==> src/rtl/lra_pkg.sv <==
// lra_pkg: shared types, widths and state codes for the largest-remainder
// apportionment block. No dependencies; imported by every rtl module.
`timescale 1ns / 1ps

package lra_pkg;

  // layer count and total limit are fixed by the request and result formats
  localparam int NUM_LAYERS = 4;
  localparam int MAX_TOTAL  = 255;

  localparam int TOTAL_W  = 8;
  localparam int WEIGHT_W = 16;
  localparam int COUNT_W  = 8;
  localparam int LAYER_W  = $clog2(NUM_LAYERS);
  localparam int SUM_W    = WEIGHT_W + LAYER_W;
  localparam int PROD_W   = TOTAL_W + WEIGHT_W;
  localparam int STEP_W   = $clog2(TOTAL_W);

  typedef logic [TOTAL_W-1:0]  total_t;
  typedef logic [WEIGHT_W-1:0] weight_t;
  typedef logic [COUNT_W-1:0]  count_t;
  typedef logic [LAYER_W-1:0]  layer_t;
  typedef logic [SUM_W-1:0]    sum_t;

  typedef struct packed {
    logic [7:0]  total_units;
    logic [15:0] weight_layer0;
    logic [15:0] weight_layer1;
    logic [15:0] weight_layer2;
    logic [15:0] weight_layer3;
  } in_item_t;

  typedef struct packed {
    logic [7:0] count_layer0;
    logic [7:0] count_layer1;
    logic [7:0] count_layer2;
    logic [7:0] count_layer3;
    logic       no_weight;
  } out_item_t;

  // shared divider: start loads total*weight, divisor held stable while busy
  typedef struct packed {
    logic    start;
    total_t  total;
    weight_t weight;
    sum_t    divisor;
  } div_req_t;

  typedef struct packed {
    logic   done;
    total_t quot;
    sum_t   rem;
  } div_rsp_t;

  typedef struct packed {
    logic   start;
    logic   wr_en;
    layer_t wr_idx;
    sum_t   wr_rem;
  } rank_req_t;

  typedef struct packed {
    logic                        done;
    logic [NUM_LAYERS-1:0][LAYER_W-1:0] rank;
  } rank_rsp_t;

  typedef enum logic [2:0] {
    ST_IDLE,
    ST_SUM,
    ST_CHECK,
    ST_DIV,
    ST_RANK,
    ST_DONE
  } lra_state_e;

endpackage

==> src/rtl/lra_div.sv <==
// lra_div: shared multiply and restoring divide unit, one quotient bit a cycle.
// Depends on lra_pkg.
`timescale 1ns / 1ps

module lra_div (
  input  logic              clk_i,
  input  logic              rst_ni,
  input  lra_pkg::div_req_t req_i,
  output lra_pkg::div_rsp_t rsp_o
);
  import lra_pkg::*;

  localparam logic [STEP_W-1:0] LAST_STEP = STEP_W'(TOTAL_W - 1);

  logic [PROD_W-1:0] prod;
  logic [SUM_W:0]    trial;
  logic              ge;
  sum_t              rem_q;
  total_t            lo_q;
  total_t            quot_q;
  logic [STEP_W-1:0] step_q;
  logic              busy_q;
  logic              done_q;

  assign prod  = PROD_W'(req_i.total) * PROD_W'(req_i.weight);
  assign trial = {rem_q, lo_q[TOTAL_W-1]};
  assign ge    = trial >= {1'b0, req_i.divisor};

  always_ff @(posedge clk_i or negedge rst_ni) begin
    if (!rst_ni) begin
      busy_q <= 1'b0;
      done_q <= 1'b0;
      step_q <= '0;
    end else if (req_i.start) begin
      busy_q <= 1'b1;
      done_q <= 1'b0;
      step_q <= '0;
    end else if (busy_q) begin
      step_q <= step_q + STEP_W'(1);
      if (step_q == LAST_STEP) begin
        busy_q <= 1'b0;
        done_q <= 1'b1;
      end
    end else begin
      done_q <= 1'b0;
    end
  end

  // quotient fits the total width since weight never exceeds the sum
  always_ff @(posedge clk_i) begin
    if (req_i.start) begin
      rem_q  <= SUM_W'(prod[PROD_W-1:TOTAL_W]);
      lo_q   <= prod[TOTAL_W-1:0];
      quot_q <= '0;
    end else if (busy_q) begin
      rem_q  <= ge ? SUM_W'(trial - {1'b0, req_i.divisor}) : SUM_W'(trial);
      lo_q   <= {lo_q[TOTAL_W-2:0], 1'b0};
      quot_q <= {quot_q[TOTAL_W-2:0], ge};
    end
  end

  assign rsp_o.done = done_q;
  assign rsp_o.quot = quot_q;
  assign rsp_o.rem  = rem_q;

endmodule

==> src/rtl/lra_rank.sv <==
// lra_rank: remainder store and pairwise ranking with a single comparator.
// Depends on lra_pkg.
`timescale 1ns / 1ps

module lra_rank (
  input  logic               clk_i,
  input  logic               rst_ni,
  input  lra_pkg::rank_req_t req_i,
  output lra_pkg::rank_rsp_t rsp_o
);
  import lra_pkg::*;

  localparam layer_t LAST_I = LAYER_W'(NUM_LAYERS - 2);
  localparam layer_t LAST_J = LAYER_W'(NUM_LAYERS - 1);

  sum_t   mem [NUM_LAYERS];
  sum_t   rd_a_q;
  sum_t   rd_b_q;
  layer_t i_q;
  layer_t j_q;
  layer_t ci_q;
  layer_t cj_q;
  logic   busy_q;
  logic   cmp_vld_q;
  logic   cmp_last_q;
  layer_t rank_q [NUM_LAYERS];

  always_ff @(posedge clk_i) begin
    if (req_i.wr_en) begin
      mem[req_i.wr_idx] <= req_i.wr_rem;
    end
  end

  always_ff @(posedge clk_i) begin
    if (busy_q) begin
      rd_a_q <= mem[i_q];
      rd_b_q <= mem[j_q];
      ci_q   <= i_q;
      cj_q   <= j_q;
    end
  end

  // pairs (i, j) with i < j, one per cycle
  always_ff @(posedge clk_i or negedge rst_ni) begin
    if (!rst_ni) begin
      busy_q     <= 1'b0;
      cmp_vld_q  <= 1'b0;
      cmp_last_q <= 1'b0;
      i_q        <= '0;
      j_q        <= '0;
    end else begin
      cmp_vld_q  <= busy_q;
      cmp_last_q <= busy_q && (i_q == LAST_I);
      if (req_i.start) begin
        busy_q <= 1'b1;
        i_q    <= '0;
        j_q    <= LAYER_W'(1);
      end else if (busy_q) begin
        if (j_q == LAST_J) begin
          if (i_q == LAST_I) begin
            busy_q <= 1'b0;
          end else begin
            i_q <= i_q + LAYER_W'(1);
            j_q <= i_q + LAYER_W'(2);
          end
        end else begin
          j_q <= j_q + LAYER_W'(1);
        end
      end
    end
  end

  // the later layer only beats the earlier one on a strictly larger remainder
  always_ff @(posedge clk_i) begin
    if (req_i.start) begin
      for (int n = 0; n < NUM_LAYERS; n++) begin
        rank_q[n] <= '0;
      end
    end else if (cmp_vld_q) begin
      if (rd_b_q > rd_a_q) begin
        rank_q[ci_q] <= rank_q[ci_q] + LAYER_W'(1);
      end else begin
        rank_q[cj_q] <= rank_q[cj_q] + LAYER_W'(1);
      end
    end
  end

  always_comb begin
    rsp_o.done = cmp_vld_q && cmp_last_q;
    for (int n = 0; n < NUM_LAYERS; n++) begin
      rsp_o.rank[n] = rank_q[n];
    end
  end

endmodule

==> src/rtl/largest_remainder_apportion.sv <==
// largest_remainder_apportion: top level, sequencer and result register.
// Depends on lra_pkg, lra_div and lra_rank.
`timescale 1ns / 1ps
//
// Splits total_units across four layers in proportion to their weights so
// that, for a nonzero weight sum, the counts add up to the total (largest
// remainder method). Requests arrive on in_valid_i / in_stall_o /
// in_data_i, results leave on out_valid_o / out_stall_i / out_data_o; a
// transfer happens on a clock edge with valid high and stall low. One
// result per request. The sequencer adds the weights one by one, tests the
// sum, passes each layer through the shared multiply/divide unit (one
// quotient bit a cycle), ranks the remainders on the single comparator and
// forms the result. With all weights zero the divide and rank phases are
// skipped and the no_weight flag is set in the result.
// One request is worked on at a time; in_stall_o is low only when idle, so
// a new request is taken only once the last result is loaded for output.
// A finished result sits in the output register while the next request is
// taken in. If the receiver stalls, the result holds, and a further
// finished result waits in the last phase until the register is free.
// Reset clears the sequencer and the output valid; no clearing pass.
//
module largest_remainder_apportion (
  input  logic               clk_i,
  input  logic               rst_ni,
  input  logic               in_valid_i,
  output logic               in_stall_o,
  input  lra_pkg::in_item_t  in_data_i,
  output logic               out_valid_o,
  input  logic               out_stall_i,
  output lra_pkg::out_item_t out_data_o
);
  import lra_pkg::*;

  localparam layer_t LAST_K = LAYER_W'(NUM_LAYERS - 1);

  lra_state_e state_q, state_d;
  layer_t     k_q;
  total_t     total_q;
  weight_t    w_q [NUM_LAYERS];
  sum_t       sum_q;
  total_t     given_q;
  count_t     cnt_q [NUM_LAYERS];
  count_t     fin_cnt [NUM_LAYERS];
  total_t     leftover;
  total_t     total_in;
  layer_t     div_widx;
  logic       accept;
  logic       out_load;
  logic       out_valid_q;
  out_item_t  out_q;
  div_req_t   div_req;
  div_rsp_t   div_rsp;
  rank_req_t  rank_req;
  rank_rsp_t  rank_rsp;

  lra_div u_div (
    .clk_i  (clk_i),
    .rst_ni (rst_ni),
    .req_i  (div_req),
    .rsp_o  (div_rsp)
  );

  lra_rank u_rank (
    .clk_i  (clk_i),
    .rst_ni (rst_ni),
    .req_i  (rank_req),
    .rsp_o  (rank_rsp)
  );

  assign total_in = (in_data_i.total_units > TOTAL_W'(MAX_TOTAL)) ?
                    TOTAL_W'(MAX_TOTAL) : in_data_i.total_units;
  assign accept   = in_valid_i && !in_stall_o;
  assign out_load = (state_q == ST_DONE) && (!out_valid_q || !out_stall_i);

  // next state
  always_comb begin
    state_d = state_q;
    case (state_q)
      ST_IDLE: begin
        if (in_valid_i) state_d = ST_SUM;
      end
      ST_SUM: begin
        if (k_q == LAST_K) state_d = ST_CHECK;
      end
      ST_CHECK: begin
        state_d = (sum_q == '0) ? ST_DONE : ST_DIV;
      end
      ST_DIV: begin
        if (div_rsp.done && k_q == LAST_K) state_d = ST_RANK;
      end
      ST_RANK: begin
        if (rank_rsp.done) state_d = ST_DONE;
      end
      ST_DONE: begin
        if (!out_valid_q || !out_stall_i) state_d = ST_IDLE;
      end
      default: state_d = ST_IDLE;
    endcase
  end

  // sequencer outputs
  always_comb begin
    in_stall_o      = (state_q != ST_IDLE);
    div_widx        = (state_q == ST_DIV) ? k_q + LAYER_W'(1) : '0;
    div_req.start   = ((state_q == ST_CHECK) && (sum_q != '0)) ||
                      ((state_q == ST_DIV) && div_rsp.done && (k_q != LAST_K));
    div_req.total   = total_q;
    div_req.weight  = w_q[div_widx];
    div_req.divisor = sum_q;
    rank_req.wr_en  = (state_q == ST_DIV) && div_rsp.done;
    rank_req.wr_idx = k_q;
    rank_req.wr_rem = div_rsp.rem;
    rank_req.start  = (state_q == ST_DIV) && div_rsp.done && (k_q == LAST_K);
  end

  always_ff @(posedge clk_i or negedge rst_ni) begin
    if (!rst_ni) begin
      state_q     <= ST_IDLE;
      k_q         <= '0;
      out_valid_q <= 1'b0;
    end else begin
      state_q <= state_d;
      if (accept) begin
        k_q <= '0;
      end else if (state_q == ST_SUM) begin
        k_q <= (k_q == LAST_K) ? '0 : k_q + LAYER_W'(1);
      end else if (state_q == ST_DIV && div_rsp.done && k_q != LAST_K) begin
        k_q <= k_q + LAYER_W'(1);
      end
      if (out_load) begin
        out_valid_q <= 1'b1;
      end else if (!out_stall_i) begin
        out_valid_q <= 1'b0;
      end
    end
  end

  always_ff @(posedge clk_i) begin
    if (accept) begin
      total_q <= total_in;
      w_q[0]  <= in_data_i.weight_layer0;
      w_q[1]  <= in_data_i.weight_layer1;
      w_q[2]  <= in_data_i.weight_layer2;
      w_q[3]  <= in_data_i.weight_layer3;
      sum_q   <= '0;
      given_q <= '0;
      for (int n = 0; n < NUM_LAYERS; n++) begin
        cnt_q[n] <= '0;
      end
    end else if (state_q == ST_SUM) begin
      sum_q <= sum_q + SUM_W'(w_q[k_q]);
    end else if (state_q == ST_DIV && div_rsp.done) begin
      cnt_q[k_q] <= COUNT_W'(div_rsp.quot);
      given_q    <= given_q + div_rsp.quot;
    end
  end

  // leftover units go to the layers ranked highest by remainder
  always_comb begin
    leftover = total_q - given_q;
    for (int n = 0; n < NUM_LAYERS; n++) begin
      fin_cnt[n] = cnt_q[n] + COUNT_W'((sum_q != '0) &&
                   (TOTAL_W'(rank_rsp.rank[n]) < leftover));
    end
  end

  always_ff @(posedge clk_i) begin
    if (out_load) begin
      out_q.count_layer0 <= fin_cnt[0];
      out_q.count_layer1 <= fin_cnt[1];
      out_q.count_layer2 <= fin_cnt[2];
      out_q.count_layer3 <= fin_cnt[3];
      out_q.no_weight    <= (sum_q == '0);
    end
  end

  assign out_valid_o = out_valid_q;
  assign out_data_o  = out_q;

  a_rem_below_sum: assert property (@(posedge clk_i) disable iff (!rst_ni)
    (state_q == ST_DIV && div_rsp.done) |-> (div_rsp.rem < sum_q))
    else $error("divider remainder not below weight sum");

  a_leftover_small: assert property (@(posedge clk_i) disable iff (!rst_ni)
    (state_q == ST_DONE && sum_q != '0) |->
      (given_q <= total_q) && (leftover < TOTAL_W'(NUM_LAYERS)))
    else $error("too many units left after floors");

  a_counts_add_up: assert property (@(posedge clk_i) disable iff (!rst_ni)
    (state_q == ST_DONE && sum_q != '0) |->
      ((TOTAL_W'(fin_cnt[0]) + TOTAL_W'(fin_cnt[1]) + TOTAL_W'(fin_cnt[2]) +
        TOTAL_W'(fin_cnt[3])) == total_q))
    else $error("counts do not add up to total");

  a_zero_weight: assert property (@(posedge clk_i) disable iff (!rst_ni)
    (out_valid_o && out_data_o.no_weight) |->
      (out_data_o.count_layer0 == '0) && (out_data_o.count_layer1 == '0) &&
      (out_data_o.count_layer2 == '0) && (out_data_o.count_layer3 == '0))
    else $error("nonzero count with all weights zero");

endmodule
==> config.mk <==
export PLATFORM = sky130hd
export DESIGN_NAME = largest_remainder_apportion
export DESIGN_NICKNAME = d
export VERILOG_FILES = /design/src/rtl/lra_pkg.sv /design/src/rtl/lra_div.sv /design/src/rtl/lra_rank.sv /design/src/rtl/largest_remainder_apportion.sv
export SDC_FILE = /design/constraint.sdc
export NUM_CORES = 1
export LEC_CHECK = 0
export ABC_CLOCK_PERIOD_IN_PS = 7130
export BUFFER_PORTS_ARGS = -buffer_cell sky130_fd_sc_hd__clkbuf_2
export CAP_MARGIN = 30
export CORE_ASPECT_RATIO = 0.8
export CORE_MARGIN = 1.5
export CORE_UTILIZATION = 45
export CTS_BUF_LIST = sky130_fd_sc_hd__clkbuf_8
export DETAILED_ROUTE_END_ITERATION = 7
export PLACE_DENSITY = 0.74
export SLEW_MARGIN = 15
export SYNTH_ARGS = -nofsm -noshare
export SYNTH_HDL_FRONTEND = slang
export SYNTH_SLANG_ARGS = --single-unit
==> constraint.sdc <==
create_clock -name clk_i -period 7.13 [get_ports clk_i]
set_input_delay 0.3565 -clock clk_i [delete_from_list [all_inputs] [get_ports clk_i]]
set_output_delay 0.3565 -clock clk_i [all_outputs]
set_load 0.02 [all_outputs]
==> reports/metrics.cfg, run 1 <==
[die]
io_pins = 111
dieArea_mm2 = 0.0470
core_area_mm2 = 0.0447
fp.dieW_um = 242
rows = 69
die_h_um = 194
start_util_pct = 46.0

[yosys]
yosys-top-cells-area = edfxtp_1 (41%), fa_1 (8.6%), ha_1 (7.9%)
synth.cell_area_mm2 = 0.0206
synthFlopType = edfxtp_1
synth_edf_count = 281
yosysTopAreaCell = edfxtp_1
syn_inst = 1716
ys_async_sr_fraction_pct = 5.31
synth_seq_area_share_pct = 47.1
synthDistinctLibCells = 64
synth_warnings = 0
synth_top_cells_by_count = edfxtp_1 (281), inv_1 (174), and2_1 (137)
synth_most_common_cell = edfxtp_1
syn-num-nets = 2010
yosysTopAreaCellShare_pct = 41.0
ys_seq_elements = 339
avgSynthCellArea_um2 = 12.0

[detailed_routing]
drt-total-wl_um = 48400
dr.first_iter.drc_count = 1239
drc = 0
drt-vias-per-instance = 5.48
dr.pass1.iters = 6
wl_per_cell_um = 18.7
drtAntennaViolNets = 0
num_vias = 14200

[hold_path]
hold_path_class = primary input to register

[timing]
finalMaxSlewViolations = 0
fin_skew_ns = 0.0343
setup_violations = 0
rsz0062_at_grt = false
min_period_ns = 6.65
fmax_ghz = 0.150
slew_headroom_pct = 48.6
fin_tns_setup_ns = 0
finalCritPeriodShare_pct = 93.3
hold_viol = 0
tightest_slew_ns = 0.771

[critical_path]
worstSetupEndpointType = register
worstPathRequired_ns = 7.42
crit_path_start_kind = register
critPathKind = register to register
cp_max_fo = 16
crit_arrival_ns = 6.94

[finish]
area_growth_pct = 16.3
nNetsFinal = 2234
final_core_util_pct = 53.5
fin_area_mm2 = 0.0239
drive_above_1_share_pct = 16.2

[global_route]
grt_pass1_vias = 14400
antenna_found_initial = 2
grt_use_total_pct = 20.7
grt_pass1_wl_um = 77600
grt_max_degree = 80
grt.overflow.total = 0

[placed_design]
numPortBuffers = 110
place.detailed.hpwl_um = 35100
routabilityCongestion = 0.922
placed_area_mm2 = 0.0220

[cts]
cts_tree = done
htree_levels = 2
cts_buffers = 50
post_cts.repair.setup_buffers = 0
cts_buffer_depth = 3
cts_root_buf = clkbuf_8
clk_latency_ns = 0.62
clock-sinks = 339
clk_pin_slew_ns = 0.07

[flow_run]
cap_violations = 0

[status]
status = complete, no violations

[routing by layer]
layer	track usage [%]	vias to the layer above	wire [µm]	share of wire [%]
met5	0	-	13	0.027
met4	6.74	2	1300	2.7
met1	28.5	6938	21100	44
li1	-	6549	-	-
met2	32.3	565	21800	45
met3	5.13	103	4160	8.6
[worst max-delay path, cell delays in order (launching register included)]
cell and delay [ns]:
dfrtp_1 0.47, inv_1 0.11, nor2_1 0.33, nand3_1 0.14, buf_4 0.23, mux2_2 0.25
nor2_1 0.03, a21oi_1 0.13, buf_4 0.17, nand2_1 0.08, fa_1 0.51, fa_1 0.56
inv_1 0.06, fa_1 0.52, inv_1 0.05, fa_1 0.53, inv_1 0.04, ha_1 0.33
o21a_1 0.13, o31a_1 0.12, o31a_1 0.28, o31ai_2 0.34, nand2b_1 0.10, a21o_1 0.23
a211oi_1 0.27, xor2_1 0.18, a21boi_0 0.11
[kinds of logic after synthesis]
family                   share of synthesized area, %
AND/OR/NAND/NOR                                  11.7
flip-flops                                       47.1
AO/OA/AOI/OAI                                    8.25
buffers and inverters                            4.14
adder cells (fa/ha/maj)                          16.5
multiplexers                                     8.99
XOR/XNOR                                         3.28
[worst paths after layout]
path	from	end	slack [ns]	cells after the start
setup / recovery	state_q[1]$_DFFE_PN0P_	u_div.rem_q[9]$_DFFE_PP_	0.48	26
hold / removal	in_valid_i	state_q[0]$_DFFE_PN0P_	0.12	3
setup reg to reg	state_q[1]$_DFFE_PN0P_	u_div.rem_q[9]$_DFFE_PP_	0.48	26
hold reg to reg	given_q[3]$_SDFFE_PP0P_	given_q[3]$_SDFFE_PP0P_	0.49	2
max in group asynchronous	rst_ni	u_rank.cmp_last_q$_DFF_PN0_	6.54	2
min in group asynchronous	rst_ni	u_rank.i_q[0]$_DFFE_PN0P_	0.25	2
[through the flow]
| step | hold slack [ns] | instances | setup WS, ns |
|---|---|---|---|
| CTS | 0.0736 | 2579 | 0.315 |
| detailed placement | 0.333 | 2415 | 0.350 |
| global route | 0.101 | 2582 | 0.0273 |
| finish | 0.119 | 2584 | 0.478 |
| global placement | 0.331 | 2407 | 0.535 |
| floorplan | 0.0609 | 1716 | 0.428 |
[registers in the layout, indices dropped and copies added, names as in the netlist, 8 cells and up, named ones only]
name / flops
u_rank.rd_b_q: 18
u_rank.rd_a_q: 18
u_div.rem_q: 18
u_div.lo_q: 8
u_rank.mem: 72
cnt_q: 32
sum_q: 18
u_rank.rank_q: 8
total_q: 8
out_data_o: 33
given_q: 8
w_q: 64
u_div.quot_q: 8
[layout by cell type (no fill, tap or decap), drive strengths merged, types with 22 or more instances in the layout]
| cell | n |
|---|---|
| mux2 | 22 |
| o21ai | 59 |
| a21oi | 99 |
| xor2 | 32 |
| ha | 130 |
| buf | 40 |
| a21o | 27 |
| inv | 188 |
| and2 | 137 |
| nand3 | 27 |
| xnor2 | 45 |
| mux4 | 56 |
| dfxtp | 40 |
| nor2 | 106 |
| nand2 | 108 |
| clkbuf | 168 |
| mux2i | 34 |
| edfxtp | 281 |
| dlygate4sd3 | 73 |
| fa | 88 |
[final cells by class]
cell class,count,area [µm²]
multi-input cells,1152,10100
inverters,174,654
clock buffers,58,798
well taps,603,754
repair buffers,223,1670
clock inverters,33,280
flip-flops and latches,339,9690
fillers,3773,20800
diodes,2,5.00
[repair_timing]
action | in CTS | in global routing
resized for setup | 0 | 8
hold buffers | 73 | 0
endpoints found under the setup margin | 0 | 5
hold endpoints to repair | 90 | 0
Power of run 1 is not shown: default switching activity piles up to over one toggle a cycle in this logic, so the estimate is an artifact.
==> run 2, diff against run 1 <==
Settings changed: ABC_AREA set to 1, PLACE_DENSITY 0.74 to unset, PLACE_DENSITY_LB_ADDON set to 0.15.
==> reports/metrics.cfg, run 2 <==
[cts]
htree_levels = 2  ; unchanged
clock-sinks = 339  ; unchanged
clk_latency_ns = 0.66  ; was 0.62 ns
cts_tree = done  ; unchanged
cts_buffer_depth = 3  ; unchanged
clk_pin_slew_ns = 0.07  ; about the same
cts_root_buf = clkbuf_8  ; unchanged
cts_resized = 0  ; unchanged
cts_buffers = 55  ; was 50

[finish]
fin_area_mm2 = 0.0244  ; was 0.0239 mm²
nNetsFinal = 2839  ; was 2234
final_cell_mix = nand2_1 (409), nor2_1 (332), inv_1 (320)  ; was edfxtp_1 (281), inv_1 (188), and2_1 (137)
fin_cells = 3209  ; was 2584
seq_area_mm2 = 0.00969  ; about the same
multiInputGateArea_mm2 = 0.0102  ; was 0.0101 mm²
area_growth_pct = 14.2  ; was 16.3%
largest_reg_flops = 72  ; unchanged
drive_above_1_share_pct = 9.97  ; was 16.2%
antennaDiodeCount = 0  ; was 2
fillers = 4337  ; was 3773
top_register = u_rank.mem  ; unchanged
final_common_cell = nand2_1  ; was edfxtp_1

[detailed_routing]
wl_per_cell_um = 17.6  ; was 18.7 µm
num_vias = 17100  ; was 14200
drc = 0  ; unchanged
drt-total-wl_um = 56300  ; was 48400 µm
dr.first_iter.drc_count = 1348  ; was 1239
dr.pass1.iters = 7  ; was 6
drtAntennaViolNets = 0  ; unchanged
drt-vias-per-instance = 5.34  ; was 5.48

[timing]
fin_skew_ns = 0.0309  ; was 0.0343 ns
finalCritPeriodShare_pct = 90.9  ; was 93.3%
fmax_ghz = 0.154  ; was 0.150 GHz
setup_violations = 0  ; unchanged
tightest_slew_ns = 0.892  ; was 0.771 ns
fin_tns_setup_ns = 0  ; unchanged
rsz0062_at_grt = false  ; unchanged
slew_headroom_pct = 40.5  ; was 48.6%
holdWs_ns = 0.214  ; was 0.119 ns
hold_viol = 0  ; unchanged
min_period_ns = 6.48  ; was 6.65 ns
finalMaxSlewViolations = 0  ; unchanged

[yosys]
synth_top_cells_by_count = nand2_1 (409), nor2_1 (333), inv_1 (304)  ; was edfxtp_1 (281), inv_1 (174), and2_1 (137)
syn_inst = 2349  ; was 1716
yosys.area_share.adder_pct = 15.9  ; was 16.5%
yosys-top-cells-area = edfxtp_1 (39%), fa_1 (8.2%), ha_1 (7.6%)  ; was edfxtp_1 (41%), fa_1 (8.6%), ha_1 (7.9%)
synth_compound_area_share_pct = 9.98  ; was 8.25%
synth_top_family_by_area = simple AND/OR/NAND/NOR gates  ; was adder cells
avgSynthCellArea_um2 = 9.10  ; was 12.0 µm²
yosys.area_share.xor_xnor_pct = 2.29  ; was 3.28%
synth_warnings = 0  ; unchanged
synth-simple-area-share_pct = 19.7  ; was 11.7%
yosysTopAreaCellShare_pct = 39.5  ; was 41.0%
synth_edf_count = 281  ; unchanged
syn-num-nets = 2643  ; was 2010
synth_most_common_cell = nand2_1  ; was edfxtp_1
synth.cell_area_mm2 = 0.0214  ; was 0.0206 mm²
ys_seq_elements = 339  ; unchanged
synth_seq_area_share_pct = 45.3  ; was 47.1%
ys_async_sr_fraction_pct = 5.31  ; unchanged
synthDistinctLibCells = 54  ; was 64
synthFlopType = edfxtp_1  ; unchanged
synth_mux_area_share_pct = 0  ; was 8.99%
yosysTopAreaCell = edfxtp_1  ; unchanged

[critical_path]
worstSetupEndpointType = register  ; unchanged
crit_arrival_ns = 6.87  ; was 6.94 ns
cp_max_fo = 33  ; was 16
worst_path_max_delay_cell = fa_1  ; unchanged
critical_path_depth = 25  ; was 26
r2r-end = u_div.rem_q[12]$_DFFE_PP_  ; was u_div.rem_q[9]$_DFFE_PP_
r2r_start = state_q[2]$_DFFE_PN0P_  ; was state_q[1]$_DFFE_PN0P_
r2r_setup_slack_ns = 0.65  ; was 0.48 ns
crit_buf_inv = 7  ; was 6
critical-path-top-delay-family = adder cells  ; unchanged
worstPathRequired_ns = 7.52  ; was 7.42 ns
cpPeakStageDelay_ns = 0.55  ; was 0.56 ns
crit_path_start_kind = register  ; unchanged
critPathKind = register to register  ; unchanged
reg2reg_depth = 25  ; was 26

[placed_design]
placed_area_mm2 = 0.0226  ; was 0.0220 mm²
numPortBuffers = 110  ; unchanged
post-place-cells = 3033  ; was 2415
place.detailed.hpwl_um = 40500  ; was 35100 µm
routabilityCongestion = 0.930  ; was 0.922

[die]
core_area_mm2 = 0.0469  ; was 0.0447 mm²
start_util_pct = 45.6  ; was 46.0%
io_pins = 111  ; unchanged
fp.dieW_um = 247  ; was 242 µm
dieArea_mm2 = 0.0488  ; was 0.0470 mm²
die_h_um = 198  ; was 194 µm
rows = 71  ; was 69

[global_route]
grt_max_degree = 76  ; was 80
grt.overflow.total = 0  ; unchanged
grt_pass1_vias = 17000  ; was 14400
grt_pass1_wl_um = 89800  ; was 77600 µm
antenna_found_initial = 1  ; was 2
grt_use_total_pct = 23.5  ; was 20.7%

[status]
status = complete, no violations  ; unchanged

[hold_path]
hold_path_class = primary input to asynchronous set/reset pin  ; was primary input to register

[flow_run]
cap_violations = 0  ; unchanged

-- run 2: cell types whose count changed after synthesis, sizes merged, moves of 57 or more --
cell and change:
o22ai +57, and2 -136, o21ai +115, inv +139
nand2 +317, nand3 +108, nor2 +237
-- run 2: kinds of logic after synthesis --
kind of cell / count (synthesis)
adders and majority gates: 218
DFF: 339
and+or+nand+nor: 982
xor gates and xnor gates: 56
buffers and inverters: 378
AOI/OAI and AO/OA: 376
-- run 2: metrics by stage --
step,setup WS [ns],util [%]
global placement,0.853,48.1
finish,0.646,52.0
CTS,0.681,52.0
floorplan,1.39,-
detailed placement,0.744,48.1
global route,0.191,52.0
-- run 2: what timing repair did --
| item | in CTS | in global routing |
|---|---|---|
| buffers inserted | 0 | 0 |
| endpoints found under the hold margin | 91 | 0 |
| hold buffers | 74 | 0 |
-- run 2: worst max-delay path by stage --
stage | start | endpoint | slack [ns]
after floorplan | k_q[1]$_DFFE_PN0P_ | u_div.rem_q[4]$_DFFE_PP_ | 1.39
after global placement | state_q[2]$_DFFE_PN0P_ | u_div.rem_q[12]$_DFFE_PP_ | 0.85
after detailed placement | state_q[2]$_DFFE_PN0P_ | u_div.rem_q[12]$_DFFE_PP_ | 0.74
after CTS | state_q[2]$_DFFE_PN0P_ | u_div.rem_q[12]$_DFFE_PP_ | 0.68
after global routing | state_q[2]$_DFFE_PN0P_ | u_div.rem_q[12]$_DFFE_PP_ | 0.19
final | state_q[2]$_DFFE_PN0P_ | u_div.rem_q[12]$_DFFE_PP_ | 0.65
-- run 2: area by class of cell --
cell class              count  share of cell area (%)
multi-input cells        1632                    41.9
flip-flops and latches    339                    39.7
repair buffers            202                    6.01
inverters                 315                    4.86
clock buffers              60                    3.38
well taps                 620                    3.18
clock inverters            41                    1.00
-- run 2: layer usage --
metal	routed length, µm	part of all wire (%)	vias up	global-route usage (%)
li1	-	-	8278	-
met1	25600	46	8176	32.2
met2	25800	46	581	38.6
met3	3660	6.5	99	3.47
met4	1250	2.2	0	7.16
met5	0	0	-	0
Power of run 2 is left out for the same reason.
